===== src/hdl/stereo_compressor_limiter_unit_defines.svh =====
// assertion macros shared by the stereo compressor limiter rtl
// expects clk and rst_n to be visible where a macro is used
`ifndef STEREO_COMPRESSOR_LIMITER_UNIT_DEFINES_SVH
`define STEREO_COMPRESSOR_LIMITER_UNIT_DEFINES_SVH

// condition implies consequence in the same cycle
`define SCL_ASSERT_IMP(label, cond, conseq, msg) \
    label: assert property (@(posedge clk) disable iff (!rst_n) (cond) |-> (conseq)) \
        else $error(msg);

// condition implies consequence in the next cycle
`define SCL_ASSERT_NXT(label, cond, conseq, msg) \
    label: assert property (@(posedge clk) disable iff (!rst_n) (cond) |=> (conseq)) \
        else $error(msg);

`endif


===== src/hdl/scl_ram.sv =====
// generic single-write, single-read ram with registered read data
// no dependencies
`default_nettype none

module scl_ram #(
    parameter int WIDTH = 16,
    parameter int DEPTH = 8,
    localparam int AW = $clog2(DEPTH)
) (
    input  wire logic             clk,
    input  wire logic             we,
    input  wire logic [AW-1:0]    waddr,
    input  wire logic [WIDTH-1:0] wdata,
    input  wire logic             re,
    input  wire logic [AW-1:0]    raddr,
    output logic      [WIDTH-1:0] rdata
);

    logic [WIDTH-1:0] mem_reg [DEPTH];
    logic [WIDTH-1:0] rdata_reg;

    // write port and registered read port
    always_ff @(posedge clk)
    begin
        if (we)
        begin
            mem_reg[waddr] <= wdata;
        end
        if (re)
        begin
            rdata_reg <= mem_reg[raddr];
        end
    end

    assign rdata = rdata_reg;

endmodule

`default_nettype wire


===== config.mk =====
export PLATFORM = sky130hd
export DESIGN_NAME = scl_ram
export DESIGN_NICKNAME = d
export VERILOG_FILES = /design/src/hdl/stereo_compressor_limiter_unit_defines.svh /design/src/hdl/scl_ram.sv
export SDC_FILE = /design/constraint.sdc
export NUM_CORES = 1
export LEC_CHECK = 0
export BUFFER_PORTS_ARGS = -buffer_cell sky130_fd_sc_hd__buf_2
export CAP_MARGIN = 10
export CORE_ASPECT_RATIO = 1.5
export CORE_MARGIN = 2
export CORE_UTILIZATION = 56
export DETAILED_ROUTE_END_ITERATION = 7
export PLACE_DENSITY = 0.76
export SLEW_MARGIN = 40
export SYNTH_ARGS = -nofsm -noshare
export SYNTH_HDL_FRONTEND = slang
export SYNTH_SLANG_ARGS = --single-unit

===== constraint.sdc =====
create_clock -name clk -period 3.35 [get_ports clk]
set_input_delay 0.67 -clock clk [delete_from_list [all_inputs] [get_ports clk]]
set_output_delay 0.67 -clock clk [all_outputs]
set_load 0.02 [all_outputs]

==> summary.md, run 1 <==
| Metric | Value |
|---|---|
| Result of the run | `finished, final reports clean` |
| Via density per instance | `between 5 and 6` |
| Floorplan core area | `~0.0096 mm²` |
| Worst-case clock buffer depth | `2` |
| Endpoint class of the critical path | `register` |
| Post-Syn Nets | `239` |
| Transition time at the pin with the least slew margin | `approximately 730 ps` |
| Setup repair after global routing missed its margin | `no` |
| Number of gates resized after cts | `0` |
| Gpl congestion | `0.673` |
| Final count of hold timing violations | `0` |
| Number of placed cells counting well taps | `371` |
| Power per cell area | `about 640 mW/mm²` |
| Relative slew margins | `0.516` |
| Number of H-tree branching levels | `4` |
| Wire length per cell | `23.2 µm` |
| Summed negative setup slack over all endpoints | `0 ps` |
| Final cell count without fillers | `between 400 and 500` |
| CTS tree | `done` |
| All-Layer GR Usage | `0.190` |
| Final Skew | `8.05 ps` |
| Post-CTS Setup Inserts | `0` |
| Kind of start point of the critical path | `input pin` |
| Avg Synthesized Cell Area | `roughly 25 µm²` |
| FF-to-FF setup slack | `1880 ps` |
| Ratio of cells with drive above 1 in the final layout | `0.358` |
| Floorplan die width | `84.6 µm` |
| Worst reg-to-reg path cell count | `2` |
| Hold Buf Count CTS | `0` |
| Destination of the worst register-to-register timing path | `rdata[3]$_DFFE_PP_` |
| Initial standard-cell utilization of the core | `0.569` |
| Worst hold start | `wdata[13]` |
| Die span in y | `125 µm` |
| DRT Wirelength | `9.35 mm` |
| Num ports | `41` |
| DR DRC count | `0` |
| DR iter-0 viols | `between 150 and 200` |
| Count of endpoints failing setup in the final report | `0` |
| Die Footprint | `0.0106 mm²` |
| Final global-route overflow total | `0` |
| Diode count | `0` |
| IO Port Bufs | `40` |
| Cell with the largest stage delay on the worst path | `mux4_1` |
| Vias | `2398` |
| Max-cap violation count | `0` |
| Via count of the first global-routing pass | `2491` |
| End of the worst hold path | `mem_reg[2][13]$_DFFE_PP_` |
| Clock buffers created by TritonCTS | `17` |
| Number of warnings issued by yosys | `0` |
| Signal arrival time at the worst endpoint | `2140 ps` |
| Min-Delay Path Depth | `1` |
| Cell count after synthesis | `214` |
| Final Critical Period | `1980 ps` |
| Number of detailed-route iterations in the first pass | `4` |
| Antenna violations before repair | `0` |
| Highest achievable clock rate | `about 0.5 GHz` |
| Worst-path clk slew | `60 ps` |
| Startpoint of the worst-slack reg-to-reg timing path | `mem_reg[2][3]$_DFFE_PP_` |
| Total count of max-transition violations in the final report | `0` |
| Total Nets Final | `300` |
| Std cell rows | `44` |
| CP Cell Sequence | `buf_2 -> buf_4 -> mux4_1 -> mux2_2` |
| Highest ir drop seen on vdd | `523 µV` |
| Total of flip-flops plus latches after synthesis | `144` |
| Fillers | `614` |
| Post-route fraction of the period consumed by the critical path | `0.591` |
| First-pass GRT wire length | `13.9 mm` |
| Mapped cell area | `~0.0055 mm²` |
| Leakage dissipation | `~0.0022 µW` |
| Clock network latency to the later pin of the worst-skew pair | `420 ps` |
| Worst hold path type | `in2reg` |
| CTS root buffer | `clkbuf_16` |
| Most used cells in the layout excluding fill and tap cells | `144 x edfxtp_1, 40 x buf_2, 28 x mux4_1` |
| Clock tree sinks | `144` |
| Worst-path fanout max | `32` |
| Maximum number of pins on one net before global-route repair | `33` |
| Sequential fraction of the synthesis area | `0.793` |
| Most common cell after layout, fill and taps aside | `edfxtp_1` |
| Count of antenna-violating nets left after detailed routing | `0` |
| Number of flip-flops under the largest register name | `128` |
| Data required time of the critical path | `3510 ps` |
| CP peak stage delay | `650 ps` |
| Post-synthesis to final-layout area growth | `17.3%` |
| Netlist cell types | `11` |
| Crit Path Category | `in2reg` |
| Half-perimeter wire length of the detailed placement result | `4.94 mm` |
-- stage by stage --
| step | utilization | total power (µW) | area (µm²) | hold slack (ps) | setup WS (ps) |
|---|---|---|---|---|---|
| after floorplan | - | 2230 | 5450 | 716 | 957 |
| final | 0.668 | 4070 | 6400 | 516 | 1370 |
| after global routing | 0.668 | 4170 | 6400 | 513 | 1330 |
| after CTS | 0.668 | 4100 | 6400 | 502 | 1360 |
| after detailed placement | 0.608 | 2310 | 5830 | 739 | 935 |
| after global placement | 0.608 | 2300 | 5830 | 720 | 948 |
-- routing by layer --
metal  track usage  up-vias  routed length [µm]
met5             0        -                   0
met4        0.0784        0                 116
met3        0.0563       13                 548
met2         0.327       88                5130
met1         0.220     1236                3560
li1              -     1061                   -
-- kinds of logic after synthesis --
family / synth area share
buf+inv: 0.0119
mux: 0.184
flops: 0.793
simple gates: 0.0108
-- Yosys cell counts, drive strengths merged --
library cell  instances  area, µm²
nand2                 2       7.51
edfxtp              144       4320
buf                   8       60.1
nor2                  6       22.5
clkbuf                1       5.00
nor3                  2       10.0
nand2b                3       18.8
mux2                 16        180
mux4                 32        826
-- report_power, final --
part | switching, µW | internal, µW
combinational | 111 | 88.3
sequential | 16.0 | 2060
clock | 699 | 1090
total | 826 | 3240
-- critical path: cells and delay by family --
| family | cells | cell delay [ps] |
|---|---|---|
| buffers and inverters | 2 | 530 |
| muxes | 2 | 940 |
-- layout make-up --
cell class / count / area (µm²) / share of cell area
multi-input cells: 61 / 1070 / 0.168
clock buffers: 19 / 433 / 0.0677
well taps: 115 / 144 / 0.0225
clock inverters: 13 / 140 / 0.0219
repair buffers: 51 / 283 / 0.0442
flip-flops and latches: 144 / 4320 / 0.676
-- how the worst max path moves through the flow --
stage	start	to	slack (ps)	cells past startpoint
4_1_cts	raddr[0]	rdata[3]$_DFFE_PP_	1360	4
2_1_floorplan	waddr[2]	mem_reg[0][0]$_DFFE_PP_	960	2
5_1_grt	raddr[0]	rdata[3]$_DFFE_PP_	1330	4
3_3_place_gp	raddr[0]	rdata[14]$_DFFE_PP_	950	4
3_5_place_dp	raddr[0]	rdata[3]$_DFFE_PP_	940	4
6_report	raddr[0]	rdata[3]$_DFFE_PP_	1370	4
(Power assumes the default switching activity.)
==> run 2: changes to the inputs <==
- CORE_UTILIZATION: 56 -> 53
- PLACE_DENSITY: 0.76 -> 0.75
- clock period: 3.35 -> 1.7 ns (I/O delays scaled with it)
==> summary.md, run 2 (synthesis results as in run 1) <==
| Metric | Value |
|---|---|
| Num ports | `41` |
| Crit Path Category | `reg2reg` |
| Die span in y | `128 µm` |
| Transition time at the pin with the least slew margin | `499 ps` |
| Kind of start point of the critical path | `register` |
| Data required time of the critical path | `approximately 1900 ps` |
| Worst-path clk slew | `roughly 60 ps` |
| Area of the multi-input gates | `0.00107 mm²` |
| Most used cells in the layout excluding fill and tap cells | `144 x edfxtp_1, 40 x buf_2, 28 x mux4_1` |
| Hold Buf Count CTS | `0` |
| Max-cap violation count | `0` |
| Result of the run | `finished, final reports clean` |
| Most common cell after layout, fill and taps aside | `edfxtp_1` |
| Buffer and inverter count on the worst path | `0` |
| Fillers | `approximately 630` |
| Via count of the first global-routing pass | `about 2400` |
| CTS root buffer | `clkbuf_16` |
| Post-CTS Setup Inserts | `0` |
| Number of H-tree branching levels | `4` |
| Ratio of cells with drive above 1 in the final layout | `0.362` |
| Worst-case clock buffer depth | `2` |
| Largest delay contributor family on the critical path | `multiplexers` |
| Floorplan core area | `0.0101 mm²` |
| Highest ir drop seen on vdd | `892 µV` |
| DRT Wirelength | `9.36 mm` |
| Final global-route overflow total | `0` |
| Half-perimeter wire length of the detailed placement result | `5.07 mm` |
| Endpoint class of the critical path | `register` |
| First-pass GRT wire length | `14.2 mm` |
| Worst-path fanout max | `1` |
| Cell with the largest stage delay on the worst path | `mux4_1` |
| Total count of max-transition violations in the final report | `0` |
| Wire length per cell | `~23 µm` |
| Count of antenna-violating nets left after detailed routing | `0` |
| Total Nets Final | `302` |
| Number of flip-flops under the largest register name | `128` |
| Clock network latency to the later pin of the worst-skew pair | `between 400 and 500 ps` |
| Place WS | `-88.5 ps` |
| Leakage dissipation | `between 0.002 and 0.0025 µW` |
| Number of gates resized after cts | `0` |
| Maximum number of pins on one net before global-route repair | `17` |
| DR iter-0 viols | `197` |
| Diode count | `0` |
| Signal arrival time at the worst endpoint | `1620 ps` |
| All-Layer GR Usage | `0.190` |
| Die Footprint | `0.0111 mm²` |
| Floorplan die width | `86.8 µm` |
| CP peak stage delay | `530 ps` |
| Final Critical Period | `approximately 1400 ps` |
| Worst hold path type | `in2reg` |
| Combined flip-flop and latch cell area | `0.00432 mm²` |
| Final core utilization | `0.658` |
| Post-synthesis to final-layout area growth | `21.6%` |
| Post-route fraction of the period consumed by the critical path | `0.853` |
| CTS tree | `done` |
| Clock tree sinks | `144` |
| Initial standard-cell utilization of the core | `0.541` |
| Count of endpoints failing setup in the final report | `0` |
| Via density per instance | `5.80` |
| Clock buffers created by TritonCTS | `17` |
| IO Port Bufs | `40` |
| Power per cell area | `1280 mW/mm²` |
| Antenna violations before repair | `0` |
| Final count of hold timing violations | `0` |
| Summed negative setup slack over all endpoints | `0 ps` |
| Number of detailed-route iterations in the first pass | `4` |
| Final WS setup | `251 ps` |
| Vias | `2362` |
| Power after layout | `about 8500 µW` |
| Relative slew margins | `0.667` |
| Highest achievable clock rate | `~0.69 GHz` |
| DR DRC count | `0` |
| Final Skew | `5.06 ps` |
| CP Cell Sequence | `mux4_1 -> mux2_2` |
| Tightest hold margin | `187 ps` |
| Std cell rows | `45` |
| Setup repair after global routing missed its margin | `no` |
| Gpl congestion | `0.703` |
==> run 2: cell count changes in the layout (fill, tap and decap cells not counted), sizes merged <==
cell	previous run	this run
buf	51	53
clkinv	6	4
clkbuf	19	17
bufinv	2	5
inv	1	2
==> run 2: path summary, 6_finish.rpt <==
| check | start | end | slack (ps) | cells past startpoint |
|---|---|---|---|---|
| setup / recovery | mem_reg[0][4]$_DFFE_PP_ | rdata[4]$_DFFE_PP_ | 250 | 2 |
| hold reg to reg | mem_reg[2][1]$_DFFE_PP_ | rdata[1]$_DFFE_PP_ | 740 | 2 |
| hold / removal | wdata[1] | mem_reg[2][1]$_DFFE_PP_ | 190 | 1 |
| setup reg to reg | mem_reg[0][4]$_DFFE_PP_ | rdata[4]$_DFFE_PP_ | 250 | 2 |
==> run 2: report_power, final <==
group          leakage [µW]  switching, µW  internal (µW)
sequential          0.00132           31.4           4060
combinational      0.000672            223            203
clock              0.000301           1390           2590
total               0.00229           1640           6850
==> run 2: area by class of cell <==
cell class / count / share of cell area
clock inverters: 15 / 0.0324
well taps: 117 / 0.0221
flip-flops and latches: 144 / 0.652
clock buffers: 17 / 0.0641
repair buffers: 53 / 0.0675
multi-input cells: 61 / 0.162
==> run 2: metal layers <==
metal | part of all wire | routed length, µm | up-vias | track usage
met5 | 0 | 0 | - | 0
met1 | 0.39 | 3640 | 1195 | 0.240
li1 | - | - | 1067 | -
met3 | 0.065 | 608 | 11 | 0.0541
met4 | 0.017 | 155 | 0 | 0.0882
met2 | 0.53 | 4960 | 89 | 0.303
==> run 2: through the flow <==
step,cells,cell area [µm²]
2_1_floorplan,214,5460
3_3_place_gp,375,5990
3_5_place_dp,375,5990
4_1_cts,407,6630
5_1_grt,407,6630
6_report,407,6630
==> run 3: changes to the inputs <==
- BUFFER_PORTS_ARGS: -buffer_cell sky130_fd_sc_hd__buf_2 -> unset
- CORE_UTILIZATION: 53 -> 56
- DONT_BUFFER_PORTS: unset -> 1
==> summary.md, run 3 (synthesis results as in run 1) <==
| Metric | Value |
|---|---|
| Result of the run | `finished, final reports clean` |
| All-Layer GR Usage | `0.191` |
| Number of gates resized after cts | `0` |
| Final Critical Period | `1450 ps` |
| Number of placed cells counting well taps | `329` |
| Leakage dissipation | `roughly 0.0021 µW` |
| Via density per instance | `6.08` |
| Final WS setup | `254 ps` |
| Count of endpoints failing setup in the final report | `0` |
| Post-CTS Setup Inserts | `0` |
| Transition time at the pin with the least slew margin | `approximately 280 ps` |
| Floorplan die width | `84.6 µm` |
| CTS root buffer | `clkbuf_16` |
| Power per cell area | `approximately 1200 mW/mm²` |
| Vias | `2291` |
| Maximum number of pins on one net before global-route repair | `33` |
| First-pass GRT wire length | `around 14 mm` |
| Gpl congestion | `slightly above 0.7` |
| Setup repair after global routing missed its margin | `no` |
| Post-route fraction of the period consumed by the critical path | `0.850` |
| Half-perimeter wire length of the detailed placement result | `4.79 mm` |
| Worst hold path type | `in2reg` |
| FF-to-FF setup slack | `250 ps` |
| Final std cell area, no fill | `0.00636 mm²` |
| Worst-path clk slew | `50 ps` |
| DR DRC count | `0` |
| Worst-path fanout max | `1` |
| Clock network latency to the later pin of the worst-skew pair | `420 ps` |
| Num ports | `41` |
| Number of detailed-route iterations in the first pass | `6` |
| Die Footprint | `roughly 0.011 mm²` |
| Std cell rows | `between 40 and 50` |
| Data required time of the critical path | `1860 ps` |
| Combined flip-flop and latch cell area | `0.00432 mm²` |
| Final Skew | `~3.7 ps` |
| Area of the multi-input gates | `approximately 0.0011 mm²` |
| Summed negative setup slack over all endpoints | `0 ps` |
| Wire length per cell | `~24 µm` |
| Kind of start point of the critical path | `register` |
| Endpoint class of the critical path | `register` |
| Number of H-tree branching levels | `4` |
| Clock buffers created by TritonCTS | `17` |
| Most common cell after layout, fill and taps aside | `edfxtp_1` |
| Fillers | `slightly above 600` |
| Post-detailed-placement cell area | `0.00565 mm²` |
| Initial standard-cell utilization of the core | `0.569` |
| Most used cells in the layout excluding fill and tap cells | `144 x edfxtp_1, 28 x mux4_1, 17 x clkbuf_16` |
| Total count of max-transition violations in the final report | `0` |
| Place WS | `244 ps` |
| IO Port Bufs | `0` |
| Crit Path Category | `reg2reg` |
| Max-cap violation count | `0` |
| Ratio of cells with drive above 1 in the final layout | `0.229` |
| Signal arrival time at the worst endpoint | `1610 ps` |
| Final cell count without fillers | `377` |
| Die span in y | `about 120 µm` |
| Count of antenna-violating nets left after detailed routing | `0` |
| DRT Wirelength | `9.11 mm` |
| Post-synthesis to final-layout area growth | `16.7%` |
| Final global-route overflow total | `0` |
| Floorplan core area | `0.00958 mm²` |
| CTS tree | `done` |
| Number of flip-flops under the largest register name | `128` |
| Highest ir drop seen on vdd | `1020 µV` |
| DR iter-0 viols | `194` |
| Via count of the first global-routing pass | `2450` |
| Hold Buf Count CTS | `15` |
| Diode count | `0` |
| Final count of hold timing violations | `0` |
| Total Nets Final | `roughly 270` |
| Clock tree sinks | `144` |
| Relative slew margins | `0.811` |
| Antenna violations before repair | `0` |
| Highest achievable clock rate | `approximately 0.69 GHz` |
| Worst-case clock buffer depth | `2` |
## run 3: changes by cell type in the layout (fill, tap and decap cells not counted), sizes merged
cell and change:
bufinv -3, clkinv +4, buf -44, dlygate4sd3 +16, inv -2, clkinvlp -1, clkbuf +2
## run 3: final timing paths
check             cells past startpoint                      end                    start
hold reg to reg                       2       rdata[7]$_DFFE_PP_  mem_reg[5][7]$_DFFE_PP_
setup / recovery                      2       rdata[4]$_DFFE_PP_  mem_reg[3][4]$_DFFE_PP_
setup reg to reg                      2       rdata[4]$_DFFE_PP_  mem_reg[3][4]$_DFFE_PP_
hold / removal                        0  mem_reg[5][2]$_DFFE_PP_                 wdata[2]
## run 3: per-layer routing
metal | GRT usage | share of wire | up-vias
li1 | - | - | 1003
met1 | 0.223 | 0.39 | 1199
met2 | 0.309 | 0.53 | 69
met3 | 0.0630 | 0.048 | 20
met4 | 0.108 | 0.028 | 0
met5 | 0 | 0 | -
## run 3: layout make-up
type                       count  area share
multi-input combinational     61       0.169
sequential                   144       0.680
timing repair buffer          25      0.0417
clock buffer                  19      0.0680
tap                          115      0.0226
clock inverter                13      0.0191
## run 3: report_power, final
group          internal (µW)  switching [µW]
Combinational            163            98.0
Sequential              4060            75.1
Clock                   2130            1300
## run 3: stage by stage
step / hold slack, ps / total power, µW / utilization
floorplan: 439 / 4400 / -
global placement: 439 / 4410 / 0.590
detailed placement: 439 / 4420 / 0.590
CTS: 0.0230 / 7890 / 0.663
global route: 0.181 / 8030 / 0.664
finish: 17.9 / 7820 / 0.664
## run 3: worst max-delay path, stage by stage (launching register included)
cell	delay (ps)
edfxtp_1	380
mux4_1	530
mux2_2	280
